File: config.mk
export PLATFORM = sky130hd
export DESIGN_NAME = lane_pursuit_steering_unit_flat
export DESIGN_NICKNAME = d
export VERILOG_FILES = /design/src/rtl/lps_pkg.sv /design/src/rtl/lps_in_if.sv /design/src/rtl/lps_out_if.sv /design/src/rtl/lane_pursuit_steering_unit.sv /design/src/flat_wrapper.sv
export SDC_FILE = /design/constraint.sdc
export NUM_CORES = 2
export LEC_CHECK = 0
export BUFFER_PORTS_ARGS = -buffer_cell sky130_fd_sc_hd__buf_4
export CELL_PAD_IN_SITES_DETAIL_PLACEMENT = 1
export CELL_PAD_IN_SITES_GLOBAL_PLACEMENT = 1
export CORE_ASPECT_RATIO = 0.9
export CORE_MARGIN = 2
export CORE_UTILIZATION = 51
export CTS_BUF_LIST = sky130_fd_sc_hd__clkbuf_8 sky130_fd_sc_hd__clkbuf_16
export DETAILED_ROUTE_END_ITERATION = 16
export PLACE_DENSITY_LB_ADDON = 0.12
export SLEW_MARGIN = 10
export SYNTH_ARGS = -nofsm -noshare
export SYNTH_HDL_FRONTEND = slang
export SYNTH_SLANG_ARGS = --single-unit
export TNS_END_PERCENT = 20
File: constraint.sdc
create_clock -name clk -period 11.5 [get_ports clk]
set_clock_uncertainty 0.1 [all_clocks]
set_input_delay 2.3 -clock clk [delete_from_list [all_inputs] [get_ports clk]]
set_output_delay 2.3 -clock clk [all_outputs]
set_load 0.05 [all_outputs]
File: src/rtl/lps_pkg.sv
// lps_pkg: shared types, constants and the arctangent table of the
// lane pursuit steering unit; no dependencies, compiled first
package lps_pkg;

  // field and register widths
  localparam int unsigned COEF_W     = 32;
  localparam int unsigned MODE_W     = 2;
  localparam int unsigned DIST_W     = 16;
  localparam int unsigned SPEED_W    = 8;
  localparam int unsigned ANGLE_W    = 15;
  localparam int unsigned CFG_IDX_W  = 2;
  localparam int unsigned CFG_DATA_W = 16;

  // datapath widths
  localparam int unsigned PROD_W  = 50;  // shared multiplier result
  localparam int unsigned VEC_W   = 54;  // cordic x and y
  localparam int unsigned ZACC_W  = 25;  // cordic angle accumulator, Q.16 degrees
  localparam int unsigned TAB_W   = 22;  // arctangent table entry
  localparam int unsigned ITER_W  = 5;   // cordic iteration index

  // cordic table length and iteration default
  localparam int unsigned TABLE_LEN        = 24;
  localparam int unsigned CORDIC_STEPS_DEF = 16;

  // output limit, 90 degrees in Q7.8
  localparam logic [ANGLE_W-1:0] ANGLE_MAX = 15'd23040;

  // register reset values
  localparam logic [DIST_W-1:0]  LOOKAHEAD_RST = 16'd2048;
  localparam logic [DIST_W-1:0]  LENGTH_RST    = 16'd2048;
  localparam logic [SPEED_W-1:0] CRUISE_RST    = 8'd10;

  // configuration register indexes
  localparam logic [CFG_IDX_W-1:0] REG_LOOKAHEAD = 2'd0;
  localparam logic [CFG_IDX_W-1:0] REG_LENGTH    = 2'd1;
  localparam logic [CFG_IDX_W-1:0] REG_CRUISE    = 2'd2;

  // behaviour modes
  typedef enum logic [MODE_W-1:0] {
    MODE_FOLLOW = 2'd0,
    MODE_STOP   = 2'd1,
    MODE_FLIGHT = 2'd2,
    MODE_HOLD   = 2'd3
  } mode_t;

  // sequencer states
  typedef enum logic [3:0] {
    ST_IDLE,
    ST_H_MUL,
    ST_H_ADD,
    ST_Y_MUL,
    ST_X_MUL,
    ST_X_LOAD,
    ST_NORM,
    ST_ROT,
    ST_FIN
  } lps_state_t;

  // atan(2^-i) in degrees, Q.16, rounded to nearest
  function automatic logic [TAB_W-1:0] atan_q16(input logic [ITER_W-1:0] idx);
    logic [TAB_W-1:0] v;
    begin
      case (idx)
        5'd0:  v = 22'd2949120;
        5'd1:  v = 22'd1740967;
        5'd2:  v = 22'd919879;
        5'd3:  v = 22'd466945;
        5'd4:  v = 22'd234379;
        5'd5:  v = 22'd117304;
        5'd6:  v = 22'd58666;
        5'd7:  v = 22'd29335;
        5'd8:  v = 22'd14668;
        5'd9:  v = 22'd7334;
        5'd10: v = 22'd3667;
        5'd11: v = 22'd1833;
        5'd12: v = 22'd917;
        5'd13: v = 22'd458;
        5'd14: v = 22'd229;
        5'd15: v = 22'd115;
        5'd16: v = 22'd57;
        5'd17: v = 22'd29;
        5'd18: v = 22'd14;
        5'd19: v = 22'd7;
        5'd20: v = 22'd4;
        5'd21: v = 22'd2;
        5'd22: v = 22'd1;
        default: v = 22'd0;
      endcase
      return v;
    end
  endfunction

endpackage

File: src/rtl/lps_in_if.sv
// lps_in_if: request channel carrying one planning tick
// depends on lps_pkg for field widths
interface lps_in_if;
  logic                                  valid;
  logic                                  ready;
  logic [lps_pkg::MODE_W-1:0]            mode;
  logic signed [lps_pkg::COEF_W-1:0]     coef_cubic;
  logic signed [lps_pkg::COEF_W-1:0]     coef_square;
  logic signed [lps_pkg::COEF_W-1:0]     coef_linear;
  logic signed [lps_pkg::COEF_W-1:0]     coef_offset;

  modport source (output valid, mode, coef_cubic, coef_square, coef_linear, coef_offset,
                  input ready);
  modport sink (input valid, mode, coef_cubic, coef_square, coef_linear, coef_offset,
                output ready);
endinterface

File: src/rtl/lps_out_if.sv
// lps_out_if: result channel carrying steering angle and speed
// depends on lps_pkg for field widths
interface lps_out_if;
  logic                            valid;
  logic                            ready;
  logic [lps_pkg::ANGLE_W-1:0]     steer_angle;
  logic [lps_pkg::SPEED_W-1:0]     speed_cmd;

  modport source (output valid, steer_angle, speed_cmd, input ready);
  modport sink (input valid, steer_angle, speed_cmd, output ready);
endinterface

File: src/rtl/lane_pursuit_steering_unit.sv
// lane_pursuit_steering_unit: pure-pursuit steering on a cubic lane model
// depends on lps_pkg, lps_in_if and lps_out_if
//
//  channel   | dir | handshake     | payload
//  ----------+-----+---------------+---------------------------------------------
//  in_chan   | in  | valid / ready | mode, coef_cubic/square/linear/offset
//  out_chan  | out | valid / ready | steer_angle, speed_cmd
//  cfg_*     | in  | cfg_we only   | cfg_idx, cfg_wdata (lookahead, length, cruise)
//
// one request at a time; the shared 33x17 multiplier and the cordic adder pair
// serve every step: follow-lane mode runs three horner multiply-add steps, the
// pursuit multiplies and the x load, normalisation shifts, CORDIC_STEPS (max 24)
// rotations and a final state that loads the result, then returns to idle
// before the next request; the other modes go from idle straight to the
// final state
// synchronous active-low reset clears the sequencer, configuration registers and held outputs
// a result waits in the output register; a new request is taken once the
// sequencer is idle, even while that result is still stalled
module lane_pursuit_steering_unit #(
  parameter int unsigned CORDIC_STEPS = lps_pkg::CORDIC_STEPS_DEF
) (
  input  logic                             clk,
  input  logic                             rst_n,
  lps_in_if.sink                           in_chan,
  lps_out_if.source                        out_chan,
  input  logic                             cfg_we,
  input  logic [lps_pkg::CFG_IDX_W-1:0]    cfg_idx,
  input  logic [lps_pkg::CFG_DATA_W-1:0]   cfg_wdata
);
  import lps_pkg::*;

  localparam int unsigned STEPS_USED = (CORDIC_STEPS > TABLE_LEN) ? TABLE_LEN : CORDIC_STEPS;
  localparam logic [ITER_W-1:0] ITER_LAST = ITER_W'(STEPS_USED - 1);

  // control state
  lps_state_t state_r, state_nxt;
  logic       out_valid_r;
  logic [1:0] k_r;
  logic [ITER_W-1:0] i_r;

  // configuration and held outputs
  logic [DIST_W-1:0]  lookahead_r, length_r;
  logic [SPEED_W-1:0] cruise_r;
  logic [ANGLE_W-1:0] last_steer_r;
  logic [SPEED_W-1:0] last_speed_r;

  // payload
  mode_t                    mode_r;
  logic signed [COEF_W-1:0] coef_b_r, coef_c_r, coef_d_r, acc_r;
  logic signed [PROD_W-1:0] prod_r;
  logic signed [VEC_W-1:0]  xv_r, yv_r;
  logic signed [ZACC_W-1:0] z_r;
  logic [ANGLE_W-1:0]       out_steer_r;
  logic [SPEED_W-1:0]       out_speed_r;

  // combinational nets
  logic                     in_acc, fin_go;
  logic signed [COEF_W-1:0] next_coef;
  logic [COEF_W-1:0]        abs_acc;
  logic signed [32:0]       mul_a;
  logic signed [16:0]       mul_b;
  logic signed [PROD_W-1:0] mul_p;
  logic signed [38:0]       h_sum;
  logic signed [COEF_W-1:0] h_sat;
  logic signed [VEC_W-1:0]  vmax, xs, ys;
  logic                     norm_done, norm_big;
  logic signed [ZACC_W-1:0] tz, zr;
  logic signed [16:0]       zq;
  logic [ANGLE_W-1:0]       angle, res_steer;
  logic [SPEED_W-1:0]       res_speed;

  assign in_acc = in_chan.valid && in_chan.ready;
  assign fin_go = (state_r == ST_FIN) && (!out_valid_r || out_chan.ready);

  // configuration registers
  always_ff @(posedge clk) begin
    if (!rst_n) begin
      lookahead_r <= LOOKAHEAD_RST;
      length_r    <= LENGTH_RST;
      cruise_r    <= CRUISE_RST;
    end else if (cfg_we) begin
      case (cfg_idx)
        REG_LOOKAHEAD: lookahead_r <= cfg_wdata;
        REG_LENGTH:    length_r    <= cfg_wdata;
        REG_CRUISE:    cruise_r    <= cfg_wdata[SPEED_W-1:0];
        default: ;
      endcase
    end
  end

  // horner coefficient select
  always_comb begin
    case (k_r)
      2'd0:    next_coef = coef_b_r;
      2'd1:    next_coef = coef_c_r;
      default: next_coef = coef_d_r;
    endcase
  end

  // shared multiplier operand select
  assign abs_acc = acc_r[COEF_W-1] ? COEF_W'(-acc_r) : COEF_W'(acc_r);
  always_comb begin
    case (state_r)
      ST_Y_MUL: begin
        mul_a = signed'({1'b0, abs_acc});
        mul_b = signed'({1'b0, length_r});
      end
      ST_X_MUL: begin
        mul_a = signed'({17'd0, lookahead_r});
        mul_b = signed'({1'b0, lookahead_r});
      end
      default: begin
        mul_a = 33'(acc_r);
        mul_b = signed'({1'b0, lookahead_r});
      end
    endcase
  end
  assign mul_p = mul_a * mul_b;

  // horner accumulate with floor shift and saturation
  assign h_sum = 39'(signed'(prod_r[PROD_W-1:12])) + 39'(next_coef);
  assign h_sat = (h_sum[38:31] == {8{h_sum[31]}}) ? h_sum[31:0]
               : (h_sum[38] ? 32'sh8000_0000 : 32'sh7FFF_FFFF);

  // normalisation: shift both until the larger reaches bit 49
  assign vmax      = (xv_r > yv_r) ? xv_r : yv_r;
  assign norm_done = (vmax == '0) || vmax[49];
  assign norm_big  = (vmax[49:41] == '0);

  // cordic rotation terms
  assign xs = xv_r >>> i_r;
  assign ys = yv_r >>> i_r;
  assign tz = signed'(ZACC_W'(atan_q16(i_r)));

  // angle rounding and clamp
  assign zr = z_r + 25'sd128;
  assign zq = zr[ZACC_W-1:8];
  always_comb begin
    if (zq < 0) begin
      angle = '0;
    end else if (zq > signed'(17'(ANGLE_MAX))) begin
      angle = ANGLE_MAX;
    end else begin
      angle = zq[ANGLE_W-1:0];
    end
  end

  // result per mode
  always_comb begin
    case (mode_r)
      MODE_FOLLOW: begin
        res_steer = angle;
        res_speed = cruise_r;
      end
      MODE_STOP: begin
        res_steer = last_steer_r;
        res_speed = '0;
      end
      MODE_FLIGHT: begin
        res_steer = '0;
        res_speed = '0;
      end
      default: begin
        res_steer = last_steer_r;
        res_speed = last_speed_r;
      end
    endcase
  end

  // sequencer next state and handshake outputs
  always_comb begin
    state_nxt     = state_r;
    in_chan.ready = (state_r == ST_IDLE);
    case (state_r)
      ST_IDLE: begin
        if (in_chan.valid) begin
          state_nxt = (mode_t'(in_chan.mode) == MODE_FOLLOW) ? ST_H_MUL : ST_FIN;
        end
      end
      ST_H_MUL:  state_nxt = ST_H_ADD;
      ST_H_ADD:  state_nxt = (k_r == 2'd2) ? ST_Y_MUL : ST_H_MUL;
      ST_Y_MUL:  state_nxt = ST_X_MUL;
      ST_X_MUL:  state_nxt = ST_X_LOAD;
      ST_X_LOAD: state_nxt = ST_NORM;
      ST_NORM:   state_nxt = norm_done ? ST_ROT : ST_NORM;
      ST_ROT:    state_nxt = (i_r == ITER_LAST) ? ST_FIN : ST_ROT;
      ST_FIN:    state_nxt = fin_go ? ST_IDLE : ST_FIN;
      default:   state_nxt = ST_IDLE;
    endcase
  end

  // control registers
  always_ff @(posedge clk) begin
    if (!rst_n) begin
      state_r      <= ST_IDLE;
      out_valid_r  <= 1'b0;
      k_r          <= '0;
      i_r          <= '0;
      last_steer_r <= '0;
      last_speed_r <= '0;
    end else begin
      state_r <= state_nxt;
      if (fin_go) begin
        out_valid_r  <= 1'b1;
        last_steer_r <= res_steer;
        last_speed_r <= res_speed;
      end else if (out_chan.ready) begin
        out_valid_r <= 1'b0;
      end
      if (in_acc) begin
        k_r <= '0;
      end else if (state_r == ST_H_ADD) begin
        k_r <= k_r + 2'd1;
      end
      if (state_r == ST_ROT) begin
        i_r <= i_r + 1'b1;
      end else begin
        i_r <= '0;
      end
    end
  end

  // datapath registers
  always_ff @(posedge clk) begin
    if (in_acc) begin
      mode_r   <= mode_t'(in_chan.mode);
      acc_r    <= in_chan.coef_cubic;
      coef_b_r <= in_chan.coef_square;
      coef_c_r <= in_chan.coef_linear;
      coef_d_r <= in_chan.coef_offset;
    end
    case (state_r)
      ST_H_MUL, ST_Y_MUL: prod_r <= mul_p;
      ST_H_ADD:           acc_r  <= h_sat;
      ST_X_MUL: begin
        prod_r <= mul_p;
        yv_r   <= signed'({3'd0, prod_r, 1'b0});
      end
      ST_X_LOAD: begin
        xv_r <= signed'({prod_r, 4'd0});
        z_r  <= '0;
      end
      ST_NORM: begin
        if (!norm_done) begin
          if (norm_big) begin
            xv_r <= xv_r <<< 8;
            yv_r <= yv_r <<< 8;
          end else begin
            xv_r <= xv_r <<< 1;
            yv_r <= yv_r <<< 1;
          end
        end
      end
      ST_ROT: begin
        if (yv_r > 0) begin
          xv_r <= xv_r + ys;
          yv_r <= yv_r - xs;
          z_r  <= z_r + tz;
        end else if (yv_r < 0) begin
          xv_r <= xv_r - ys;
          yv_r <= yv_r + xs;
          z_r  <= z_r - tz;
        end
      end
      default: ;
    endcase
    if (fin_go) begin
      out_steer_r <= res_steer;
      out_speed_r <= res_speed;
    end
  end

  assign out_chan.valid       = out_valid_r;
  assign out_chan.steer_angle = out_steer_r;
  assign out_chan.speed_cmd   = out_speed_r;

endmodule

File: src/flat_wrapper.sv
// flat-port wrapper written by rule: the top's interface ports become plain ports
module lane_pursuit_steering_unit_flat import lps_pkg::*;
#(
  parameter int unsigned CORDIC_STEPS = lps_pkg::CORDIC_STEPS_DEF
)
  (clk, rst_n, cfg_we, cfg_idx, cfg_wdata, in_chan_valid, in_chan_mode, in_chan_coef_cubic, in_chan_coef_square, in_chan_coef_linear, in_chan_coef_offset, in_chan_ready, out_chan_valid, out_chan_steer_angle, out_chan_speed_cmd, out_chan_ready);
  lps_in_if in_chan_i ();
  lps_out_if out_chan_i ();
  input  logic clk;
  input  logic rst_n;
  input  logic cfg_we;
  input  logic [lps_pkg::CFG_IDX_W-1:0] cfg_idx;
  input  logic [lps_pkg::CFG_DATA_W-1:0] cfg_wdata;
  input wire logic [$bits(in_chan_i.valid)-1:0] in_chan_valid;
  input wire logic [$bits(in_chan_i.mode)-1:0] in_chan_mode;
  input wire logic [$bits(in_chan_i.coef_cubic)-1:0] in_chan_coef_cubic;
  input wire logic [$bits(in_chan_i.coef_square)-1:0] in_chan_coef_square;
  input wire logic [$bits(in_chan_i.coef_linear)-1:0] in_chan_coef_linear;
  input wire logic [$bits(in_chan_i.coef_offset)-1:0] in_chan_coef_offset;
  output wire logic [$bits(in_chan_i.ready)-1:0] in_chan_ready;
  output wire logic [$bits(out_chan_i.valid)-1:0] out_chan_valid;
  output wire logic [$bits(out_chan_i.steer_angle)-1:0] out_chan_steer_angle;
  output wire logic [$bits(out_chan_i.speed_cmd)-1:0] out_chan_speed_cmd;
  input wire logic [$bits(out_chan_i.ready)-1:0] out_chan_ready;
  assign in_chan_i.valid = in_chan_valid;
  assign in_chan_i.mode = in_chan_mode;
  assign in_chan_i.coef_cubic = in_chan_coef_cubic;
  assign in_chan_i.coef_square = in_chan_coef_square;
  assign in_chan_i.coef_linear = in_chan_coef_linear;
  assign in_chan_i.coef_offset = in_chan_coef_offset;
  assign in_chan_ready = in_chan_i.ready;
  assign out_chan_valid = out_chan_i.valid;
  assign out_chan_steer_angle = out_chan_i.steer_angle;
  assign out_chan_speed_cmd = out_chan_i.speed_cmd;
  assign out_chan_i.ready = out_chan_ready;
  lane_pursuit_steering_unit #(.CORDIC_STEPS(CORDIC_STEPS)) u_core (.clk(clk), .rst_n(rst_n), .in_chan(in_chan_i), .out_chan(out_chan_i), .cfg_we(cfg_we), .cfg_idx(cfg_idx), .cfg_wdata(cfg_wdata));
endmodule
* Word level (Yosys, flattened, before mapping)
Memories as Yosys holds them, arrays and structs flattened. A register that Yosys moved wholly into a read port is not among the register bits.
Cells that the tools add are included.
** Operators by class
- Add/sub/neg operators :: 11
- Multipliers :: 1
- Magnitude comparators :: 5
- Equality and inequality tests :: 19
- Shift-type cells :: 2
- Muxes and demuxes :: 36
- Bitwise gates (word level) :: 1
- Reduce and logical (&&, ||, !) cells :: 27
** Operators by type and width (count)
- 54-bit two-way mux :: 9
- 54-bit case mux with 3 select lines :: 2
- 32-bit two-way mux :: 5
- 54-bit adder :: 2
- 54-bit by 5-bit >>> shifter with 54-bit output :: 2
- 54-bit subtractor :: 2
- 33-bit case mux with 2 select lines :: 1
- 32-bit case mux with 2 select lines :: 1
- 54-bit by 1-bit greater-than comparator with 1-bit output (second input constant) :: 1
- 54-bit greater-than comparator :: 1
- 54-bit logical NOT :: 1
- 54-bit by 1-bit < comparator with 1-bit output (second input constant) :: 1
- 33-bit by 17-bit multiplier with 50-bit output :: 1
- 25-bit two-way mux :: 2
- 25-bit case mux with 2 select lines :: 1
- 38-bit by 32-bit adder with 39-bit output :: 1
- 4-bit case mux with 9 select lines :: 1
- 32-bit negation :: 1
- 15-bit two-way mux :: 2
- 15-bit case mux with 2 select lines :: 1
- 25-bit by 23-bit adder with 25-bit output :: 1
- 25-bit by 9-bit adder with 25-bit output (second input constant) :: 1
- 25-bit by 23-bit subtractor with 25-bit output :: 1
- 17-bit by 16-bit greater-than comparator with 1-bit output (second input constant) :: 1
- 32 further kinds :: 60
** Word-level totals
- Bits in registers :: 411
- Memory bits (read-only) :: 704
- Input port bits :: 153
- Output and inout bits :: 25
- Logic and storage cells :: 123
- Memories kept :: 1
** Memories
- (name not given) :: words 32, width 22, rd ports 1, clocked after memory_dff 1, wr ports 0, RTL line lps_pkg.sv:63 : case (idx)

* Longest topological paths before layout
- Depth in word-level cells :: 6
- Gate-level depth with buffers :: 37
- Depth with buffers taken out :: 36

* Worst setup path before layout
OpenSTA, ideal clock, no wires.
- Kind :: register to register
- Start point :: reg u_core.acc_r[3]
- End point :: reg u_core.prod_r[47], data pin
- Library setup time :: 0.276 ns
- Arrival :: 8.371 ns
- Data required time :: 11.124 ns
- Slack :: 2.753 ns
- Cell stages (with the launch flop) :: 30
- Path buffers :: 0
- Clock period less this slack :: 8.747 ns
- Cells stage by stage :: edfxtp_1 -> or3_1 -> or3_1 -> o41a_1 -> nor3b_1 -> a221oi_1 -> nor2_1 -> fa_1 -> inv_1 -> fa_1 -> fa_1 -> inv_1 -> fa_1 -> fa_1 -> inv_1 -> fa_1 -> inv_1 -> ha_1 -> a21oi_1 -> o221ai_1 -> a211oi_1 -> o21bai_1 -> a2111oi_0 -> o211ai_1 -> a31oi_1 -> o21ai_0 -> a21oi_1 -> a211o_1 -> o311ai_0 -> xor2_1
** On the way
- Longest elaborated chain between the ends :: 4
** Ends and longest elaborated chain
- from (decl) :: RTL line lane_pursuit_steering_unit.sv:49 : logic signed [COEF_W-1:0] coef_b_r, coef_c_r, coef_d_r, acc_r;
- from (signal assigned) :: RTL line lane_pursuit_steering_unit.sv:227 : acc_r <= in_chan.coef_cubic;
- from (signal assigned) :: RTL line lane_pursuit_steering_unit.sv:234 : ST_H_ADD: acc_r <= h_sat;
- 32-bit negation :: RTL line lane_pursuit_steering_unit.sv:101 : assign abs_acc = acc_r[COEF_W-1] ? COEF_W'(-acc_r) : COEF_W'(acc_r);
- 32-bit two-way mux :: RTL line lane_pursuit_steering_unit.sv:101
- 33-bit case mux with 2 select lines (*) :: RTL line lane_pursuit_steering_unit.sv:103 : case (state_r)
- 33-bit by 17-bit multiplier with 50-bit output (*) :: RTL line lane_pursuit_steering_unit.sv:118 : assign mul_p = mul_a * mul_b;
- named net u_core.mul_p[47] :: RTL line lane_pursuit_steering_unit.sv:62 : logic signed [PROD_W-1:0] mul_p;
- to (signal assigned) :: RTL line lane_pursuit_steering_unit.sv:233 : ST_H_MUL, ST_Y_MUL: prod_r <= mul_p;
- to (signal assigned) :: RTL line lane_pursuit_steering_unit.sv:236 : prod_r <= mul_p;
- to (decl) :: RTL line lane_pursuit_steering_unit.sv:50 : logic signed [PROD_W-1:0] prod_r;
Mark *: on every way through the listed nets, which the timed path passes. The rest lies on a longest branch.
A chain may end at the register's enable or synchronous reset.

* Final worst setup path
- Start point :: reg u_core.state_r[0]
- End point :: reg u_core.prod_r[47], data pin
** On the way
- Longest elaborated chain between the ends :: 3
- Elaborated cells between the ends (all ways) :: 5
- Classes of those cells :: mul (1); eq/ne (2); mux (2)
** Ends and longest elaborated chain
- from (decl) :: RTL line lane_pursuit_steering_unit.sv:36 : lps_state_t state_r, state_nxt;
- from (signal assigned) :: RTL line lane_pursuit_steering_unit.sv:202 : state_r <= state_nxt;
- 4-bit by 3-bit == test with 1-bit output / 4-bit by 2-bit == test with 1-bit output (equally long branches) :: RTL line lane_pursuit_steering_unit.sv:103
- 33-bit case mux with 2 select lines / 16-bit two-way mux (equally long branches) :: RTL line lane_pursuit_steering_unit.sv:103
- 33-bit by 17-bit multiplier with 50-bit output (*) :: RTL line lane_pursuit_steering_unit.sv:118
- named net u_core.mul_p[47] :: RTL line lane_pursuit_steering_unit.sv:62
Marked as above.

==> results.json <==
{
  "cts_hold_buffers": 0,
  "worstSkewPairLatency_ps": 670,
  "via_per_inst": 6.57,
  "synth_edf_count": 336,
  "dp.final_hpwl_um": 194000,
  "synthesis.nets": 7780,
  "drt-initial-drc-count": 5843,
  "required_ps": 11760,
  "final-seq-area_um2": 12100,
  "synthArstFlopShare": 0,
  "drcViolationCount": 0,
  "track_usage": 0.407,
  "p_int_mw": 3.59,
  "syn_area_um2": 59800,
  "maxSlewHeadroom": 0.113,
  "avgSynthCellArea_um2": 8.85,
  "fin_ws_ps": 624,
  "rows": 119,
  "power_mw": 5.80,
  "grt_pass1_vias": 56400,
  "num_io_pins": 178,
  "synthTopCellsByArea": "fa_1 (17%), edfxtp_1 (17%), ha_1 (7.5%), nand2_1 (5.6%), mux4_2 (4.8%)",
  "grt_first_pass_wirelength_um": 366000,
  "yosysTopAreaCell": "fa_1",
  "final_cell_area_um2": 64200,
  "nFillCells": 13700,
  "worst_setup_path_end_kind": "register",
  "cts_buffers": 52,
  "die_h_um": 329,
  "ant_nets": 0,
  "power.share.switching": 0.380,
  "worst-setup-path-type": "reg2reg",
  "ys_ff_latch": 433,
  "worst_slew_pin_slew_ps": 1290,
  "holdWs_ps": 371,
  "cp-start-kind": "register",
  "yosysWarnings": 0,
  "cpMostUsedCell": "fa_1",
  "die_x_um": 365,
  "path_buf_inv": 5,
  "dpl_cell_area_um2": 62400,
  "period_share": 0.946,
  "tns_ps": 0,
  "layout-drive-gt1-share": 0.0997,
  "hold_class": "reg2reg",
  "setup_viol": 0,
  "combPwrFrac": 0.369,
  "finalHoldViolCount": 0,
  "antenna_found_initial": 18,
  "p_clk_frac": 0.304,
  "routed_wl_um": 246000,
  "critPathArrivalTime_ps": 11140,
  "postLayoutCoreUtil": 0.550,
  "powerDensity_nw_per_um2": 90.3,
  "max_freq_mhz": 91.9,
  "start_util": 0.512,
  "dp.cells": 8266,
  "core_area_um2": 117000,
  "period_needed_ps": 10880,
  "crit_path_top_delay_cell": "o31ai_1",
  "path_max_fanout": 19,
  "synth_cell_types": 110,
  "max_stage_delay_ps": 790,
  "die_area_um2": 120000,
  "grt_max_degree": 100,
  "multiInputGateArea_um2": 43300,
  "seq_area_frac_synth": 0.201,
  "cts_buffer_depth": 3,
  "place_worst_setup_slack_ps": 789,
  "p_leak_nw": 27.9,
  "final_cells": 8369,
  "cts.sinks": 433,
  "cts-root-buf": "clkbuf_16",
  "synth_cells": 6762,
  "pwr-share-seq": 0.326,
  "finalNetCount": 7766,
  "synthToLayoutAreaGrowth_pct": 7.33,
  "peakVddDrop_uv": 163,
  "grt_setup_unrepaired": "no",
  "clkSlewWorstSetupHoldPaths_ps": 70,
  "cp_top_family": "compound AO/OA/AOI/OAI gates",
  "status": "finished, final reports clean",
  "synth_top_area_frac": 0.170,
  "firstDrtPassIters": 6,
  "final_max_slew_viol_count": 0,
  "cts_tree": "built",
  "maxCapViolations": 0,
  "ys.flop_type": "edfxtp_1",
  "cts_max_level": 2,
  "routabilityCongestion": 1.04,
  "num_vias": 55000,
  "gr-total-overflow": 0,
  "netSwitchingPower_mw": 2.21,
  "wire_per_inst_um": 29.4,
  "portBuffers": 177
}
-- registers in the layout, indices dropped and copies added (netlist names) --
register                     flops
u_core.mode_r                    2
u_core.out_chan.valid            1
u_core.last_steer_r             15
u_core.prod_r                   50
u_core.out_chan.speed_cmd        8
u_core.tz                       22
u_core.xv_r                     54
u_core.z_r                      25
u_core.coef_d_r                 32
u_core.state_r                   4
u_core.yv_r                     54
u_core.out_chan.steer_angle     15
u_core.last_speed_r              8
u_core.coef_b_r                 32
u_core.lookahead_r              16
u_core.length_r                 16
u_core.cruise_r                  8
u_core.coef_c_r                 32
u_core.i_r                       5
u_core.k_r                       2
u_core.acc_r                    32
-- power by group through the flow --
stage | clock network, mW | logic (mW) | registers (mW)
after floorplan | 0 | 1.40 | 1.89
after global placement | 0 | 2.06 | 1.92
after detailed placement | 0 | 2.13 | 1.92
after CTS | 1.78 | 2.15 | 1.89
after global routing | 1.83 | 2.36 | 1.89
final | 1.76 | 2.14 | 1.89
-- per-layer routing --
layer | track usage | part of all wire | up-vias
met3 | 0.0929 | 0.10 | 647
met4 | 0.209 | 0.061 | 20
li1 | - | - | 23600
met2 | 0.627 | 0.44 | 2860
met1 | 0.538 | 0.40 | 27900
met5 | 0 | 0.00057 | -
-- final timing paths --
check,start,to,slack [ps],depth (start not counted)
min,u_core.length_r[9],u_core.length_r[9],370,2
max,u_core.state_r[0],u_core.prod_r[47],620,28
max reg2reg,u_core.state_r[0],u_core.prod_r[47],620,28
min reg2reg,u_core.length_r[9],u_core.length_r[9],370,2
-- tightest hold or removal path, stage by stage, from the launching register on --
cell and delay (ps):
dfxtp_1 310, nand2_1 50, a21boi_0 60
-- cell type report --
class / instances / share of cell area
Multi-Input combinational cell: 5200 / 0.674
Antenna cell: 6 / 0.000234
Timing Repair Buffer: 300 / 0.0353
Inverter: 761 / 0.0446
Clock inverter: 37 / 0.00530
Tap cell: 1573 / 0.0307
Sequential cell: 433 / 0.188
Clock buffer: 59 / 0.0223
-- cells in the mapped netlist (127+ instances only) --
master    instances
xor2_1          152
nor2_1          566
edfxtp_1        336
a21o_1          148
fa_1            507
a21oi_1         362
ha_1            358
inv_1           757
nand2_1         898
xnor2_1         167
mux4_2          127
clkbuf_1        260
o21ai_0         273
mux2i_1         233
-- placed cells by master, fill, tap and decap left out, types with 127 or more instances in the layout --
cell type  netlist  routed
inv_1          757     767
mux4_2         127     127
nor2_1         566     562
fa_1           507     507
ha_1           358     358
buf_4           15     299
xor2_1         152     152
xnor2_1        167     167
nand2_1        898     897
o21ai_0        273     266
edfxtp_1       336     336
a21o_1         148     148
mux2i_1        233     226
a21oi_1        362     360
-- what timing repair did --
action	CTS	global route
endpoints found under the setup margin	0	1
buffers inserted	0	0
endpoints found under the hold margin	0	0
gates resized for setup	0	1
-- cell families (layout without fill, tap and decap cells) --
family / count (synthesis) / after routing / synth area share
other cells: 0 / 6 / 0
xor+xnor: 320 / 320 / 0.0471
flops: 433 / 433 / 0.201
simple gates: 2119 / 2119 / 0.161
buf+inv: 1130 / 1157 / 0.0788
mux: 445 / 446 / 0.106
fa+ha+maj: 865 / 865 / 0.245
compound gates: 1450 / 1450 / 0.162
(Power assumes the default switching activity.)
